File: config.mk
export PLATFORM = sky130hd
export DESIGN_NAME = vffi_isqrt
export DESIGN_NICKNAME = d
export VERILOG_FILES = /design/src/design/vffi_isqrt.sv
export SDC_FILE = /design/constraint.sdc
export NUM_CORES = 2
export LEC_CHECK = 0
export BUFFER_PORTS_ARGS = -buffer_cell sky130_fd_sc_hd__buf_2
export CORE_MARGIN = 5
export CORE_UTILIZATION = 62
export DETAILED_ROUTE_END_ITERATION = 8
export PLACE_DENSITY = 0.74
export SETUP_SLACK_MARGIN = 0.4
export SLEW_MARGIN = 15
export SYNTH_ARGS = -nofsm -noshare
export SYNTH_HDL_FRONTEND = slang
export SYNTH_MEMORY_MAX_BITS = 65536
export SYNTH_SLANG_ARGS = --single-unit
File: constraint.sdc
create_clock -name clk_i -period 4.1 [get_ports clk_i]
set_clock_uncertainty 0.1 [all_clocks]
set_input_delay 0 -clock clk_i [delete_from_list [all_inputs] [get_ports clk_i]]
set_output_delay 0 -clock clk_i [all_outputs]
set_load 0.05 [all_outputs]
File: src/design/vffi_isqrt.sv
// ----------------------------------------------------------------------------
// Pipelined integer square root
// Floor square root of a 64-bit word, one root bit per stage.
// ----------------------------------------------------------------------------
module vffi_isqrt #(
  parameter int TAG_W = 1
) (
  input  logic             clk_i,
  input  logic             rst_ni,
  input  logic             valid_i,
  input  logic [63:0]      rad_i,
  input  logic [TAG_W-1:0] tag_i,
  output logic             valid_o,
  output logic [31:0]      root_o,
  output logic [TAG_W-1:0] tag_o
);

  localparam int NS = 32;

  logic [NS:0]      vld_q;
  logic [63:0]      rad_q  [NS+1];
  logic [33:0]      rem_q  [NS+1];
  logic [31:0]      root_q [NS+1];
  logic [TAG_W-1:0] tag_q  [NS+1];

  // Valid bits shift along with the data.
  always_ff @(posedge clk_i or negedge rst_ni) begin
    if (!rst_ni) begin
      vld_q <= '0;
    end else begin
      vld_q <= {vld_q[NS-1:0], valid_i};
    end
  end

  // Entry stage.
  always_ff @(posedge clk_i) begin
    rad_q[0]  <= rad_i;
    rem_q[0]  <= '0;
    root_q[0] <= '0;
    tag_q[0]  <= tag_i;
  end

  // Each stage brings down two radicand bits and tries the next root bit.
  for (genvar s = 0; s < NS; s++) begin : g_step
    logic [35:0] shifted;
    logic [35:0] trial;
    logic [35:0] diff;
    logic        ge;

    assign shifted = {rem_q[s], rad_q[s][63-2*s -: 2]};
    assign trial   = {2'b00, root_q[s], 2'b01};
    assign ge      = shifted >= trial;
    assign diff    = shifted - trial;

    always_ff @(posedge clk_i) begin
      rad_q[s+1]  <= rad_q[s];
      rem_q[s+1]  <= ge ? diff[33:0] : shifted[33:0];
      root_q[s+1] <= {root_q[s][30:0], ge};
      tag_q[s+1]  <= tag_q[s];
    end
  end

  assign valid_o = vld_q[NS];
  assign root_o  = root_q[NS];
  assign tag_o   = tag_q[NS];

endmodule
==> run metrics <==
first-pass GRT wire length=between 300000 and 400000 um; Hold Crit Class=input port to async pin; Max-slew headroom=22.79%; Worst Tran Pin Value=1.148 ns; largest area contributor in the netlist=dfxtp_1; maximum clock rate=0.2762 GHz; largest net degree at the start of global routing=56; num rows=143; critical path arrival=4.21 ns; initial drt markers=between 4000 and 5000; Routed WL per cell=17.76 um; Non-Filler Cell Area, Final=about 110000 um2; final setup fails=0; logic gate share of total power=14.7%; top-area cell type share of the netlist area=55.29%; Final #Nets=about 10000; CP endpoint kind=flip-flop; Leak=50.44 nW; detailed-route wire length=210100 um; min Tclk post-route=3.621 ns; vias in the first global route=64848; clk sinks=between 2000 and 3000; max cap viols=0; top flip-flop cell by instance count after synthesis=dfxtp_1; most used cell, CP=o31ai_1; fraction of power spent switching nets=27.55%; CTS clock-pin slew for the worst setup and hold paths=0.06 ns; Netlist Area Pre-Place=94860 um2; RSZ-0062 raised after global routing=no; Final Hold Viols=0; max-slew violations=0; worst r2r src=root_q[20][1]; Largest stage delay, worst path=just over 0.6 ns; ranking of synthesized cells by area=dfxtp_1 55%, ha_1 7.4%, xor2_1 4.4%, xnor2_1 3.3%, o21ai_0 3.1%; Final Util=a little under three quarters; Post-synth EDFFs=0; post-DP HPWL=150600 um; Crit Path Class=flip-flop to flip-flop; DRC=0; Longest Clk Path Bufs=4; Max VDD drop=0.4712 mV; core area=about 150000 um2; RR Endpoint=rem_q[0][737]; worst r2r path cells=10; Cell variety after synth=97; DR pass1 iterations=7; initial antenna violation count=3; num ports=102; Seq pwr share=a little under 50%; critical path's slowest cell=o31ai_1; Final ANT Viol Nets=0; global route total overflow=0; Clock Latency Late Sink=0.90 ns; Synth-to-Final Area Change=14.32%; layout cell share with drive strength beyond 1=7.387%; clock network fraction of total power=36.7%; CP Cell Sequence=inv_1 -> ha_1 -> o21a_1 -> o22a_1 -> a31oi_1 -> o31ai_1 -> a41oi_1 -> o31ai_1 -> a2111oi_0 -> xor2_1; status=finished clean; internal power=49.56 mW; final RePlAce weighted congestion=about 0.9; power density over the cells=630.7 nW/um2; Worst EP required=4.69 ns; Placed Area=97710 um2; Starting Density=roughly 62%; # port buffers=101; routed vias=65057; CTS root buf=clkbuf_16; NetSw=18.84 mW; post-synthesis net count=9845; CTS Buf Count=276; Mapped Cells=9215; period utilization=between 80% and 90%; TritonCTS clock tree=done; die width=401.2 um; Die H=401.2 um; crit-path max FO=6; vias per cell=5.498; GR Util All Layers=25.40%; TNS Setup=0 ns; DIE AREA=160900 um2; htree depth=5; crit start category=flip-flop; Avg Inst Size Synth=around 10 um2; Yosys warning total=0; number of synthesized register bits=2653; Seq/Total Area, Yosys=56.16%; flop2flop setup slack=approximately 0.48 ns; hold_ws=0.06903 ns; Async SR Flop Fraction=1.244%
==> layer usage <==
layer  GRT usage [%]  vias to the layer above  share of wire, %
li1                -                    32300                 -
met1           31.34                    30524                42
met2           45.46                     1728                50
met3           3.505                      505               4.6
met4           9.106                        0               3.6
met5               0                        -                 0
==> registers in the layout, indices dropped and copies added, names as in the netlist <==
signal and cells:
vld_q 33, root_q 528, rem_q 1003, tag_q 33, rad_q 1056
==> per-stage QoR <==
| stage | instances | power (mW) | worst slack (ns) |
|---|---|---|---|
| finish | 11833 | 68.40 | 0.4791 |
| global route | 11831 | 71.57 | 0.3978 |
| CTS | 11829 | 68.75 | 0.4547 |
| detailed placement | 11219 | 43.45 | 0.4459 |
| global placement | 11219 | 43.23 | 0.5692 |
| floorplan | 9215 | 40.08 | 0.7839 |
==> final cells by class <==
cell class | instances | area (um2)
antenna | 2 | 5.005
clock buffer | 373 | 7851
clock inverter | 102 | 1375
fill | 10954 | 43640
inverter | 700 | 2628
multi-input combinational | 5686 | 38450
sequential | 2653 | 53280
tap | 2030 | 2540
timing repair buffer | 287 | 2320
==> cells in the mapped netlist, drive strengths merged, types with 18 or more instances <==
| cell type | number |
|---|---|
| o21ai | 591 |
| o211ai | 34 |
| a2111oi | 19 |
| nor2 | 477 |
| nand2 | 714 |
| mux2i | 20 |
| nor2b | 77 |
| or3 | 108 |
| a31oi | 51 |
| and3 | 46 |
| dfxtp | 2620 |
| nand3 | 119 |
| nand3b | 20 |
| a211oi | 58 |
| o31ai | 77 |
| a21oi | 462 |
| inv | 699 |
| ha | 562 |
| and2 | 37 |
| mux2 | 28 |
| o21a | 111 |
| a21o | 229 |
| or4 | 71 |
| dfrtp | 33 |
| nand2b | 127 |
| nor4 | 134 |
| or2 | 40 |
| clkbuf | 141 |
| buf | 35 |
| nor3 | 249 |
| a31o | 20 |
| xnor2 | 356 |
| a211o | 18 |
| xor2 | 478 |
| nand4 | 90 |
| o21bai | 48 |
==> power by group through the flow <==
stage | clock, mW | combinational [mW] | sequential [mW]
2_1_floorplan | 0 | 7.71 | 32.4
3_3_place_gp | 0 | 9.59 | 33.6
3_5_place_dp | 0 | 9.78 | 33.7
4_1_cts | 25.6 | 10.0 | 33.2
5_1_grt | 26.7 | 11.3 | 33.6
6_report | 25.1 | 10.1 | 33.2
==> critical path, delay by kind of cell (launching register included) <==
kind	cells	cell delay (ns)
buffers and inverters	1	0.08
AOI/OAI and AO/OA	7	2.19
xor gates and xnor gates	1	0.18
adders and majority gates	1	0.38
DFF	1	0.50
==> how the worst max path moves through the flow <==
| stage | start | endpoint | slack [ns] | cells past startpoint |
|---|---|---|---|---|
| 2_1_floorplan | root_q[7][6] | rem_q[0][300] | 0.78 | 14 |
| 3_3_place_gp | root_q[7][6] | rem_q[0][291] | 0.57 | 11 |
| 3_5_place_dp | root_q[7][6] | rem_q[0][301] | 0.45 | 11 |
| 4_1_cts | root_q[7][6] | rem_q[0][290] | 0.45 | 12 |
| 5_1_grt | root_q[14][0] | rem_q[0][543] | 0.40 | 13 |
| 6_report | root_q[20][1] | rem_q[0][737] | 0.48 | 10 |
==> logic make-up (layout without fill, tap and decap cells) <==
group | after synthesis | in the layout | share of synthesized area (%)
AO/OA/AOI/OAI | 1870 | 1870 | 12.25
XOR/XNOR | 834 | 834 | 7.700
adder cells (fa/ha/maj) | 562 | 562 | 7.413
buffers and inverters | 876 | 1462 | 3.519
flip-flops | 2653 | 2653 | 56.16
multiplexers | 48 | 48 | 0.5434
other | 1 | 3 | 0.003953
AND/OR/NAND/NOR | 2371 | 2371 | 12.41
==> cells in the final DEF, fill, tap and decap left out, types with 50 or more instances in the layout <==
master / n
nor4_1: 124
nor3_1: 245
clkbuf_16: 284
or3_1: 108
nor2b_1: 77
or4_1: 67
nand2_1: 714
nand4_1: 90
dlygate4sd3_1: 134
nand2b_1: 127
nor2_1: 474
xor2_1: 478
a21o_1: 229
a21oi_1: 459
xnor2_1: 356
ha_1: 562
o21ai_0: 587
o31ai_1: 75
nand3_1: 118
inv_1: 696
buf_2: 101
o21a_1: 110
a211oi_1: 54
dfxtp_1: 2620
a31oi_1: 50
==> repair_timing <==
| item | CTS | global route |
|---|---|---|
| buffers inserted | 0 | 2 |
| endpoints found under the hold margin | 99 | 0 |
| pin swaps | 0 | 1 |
| hold buffers | 135 | 0 |
| endpoints found under the setup margin | 8 | 128 |
| gates resized for setup | 1 | 26 |
No activity file was read; power rests on OpenSTA's default activity.
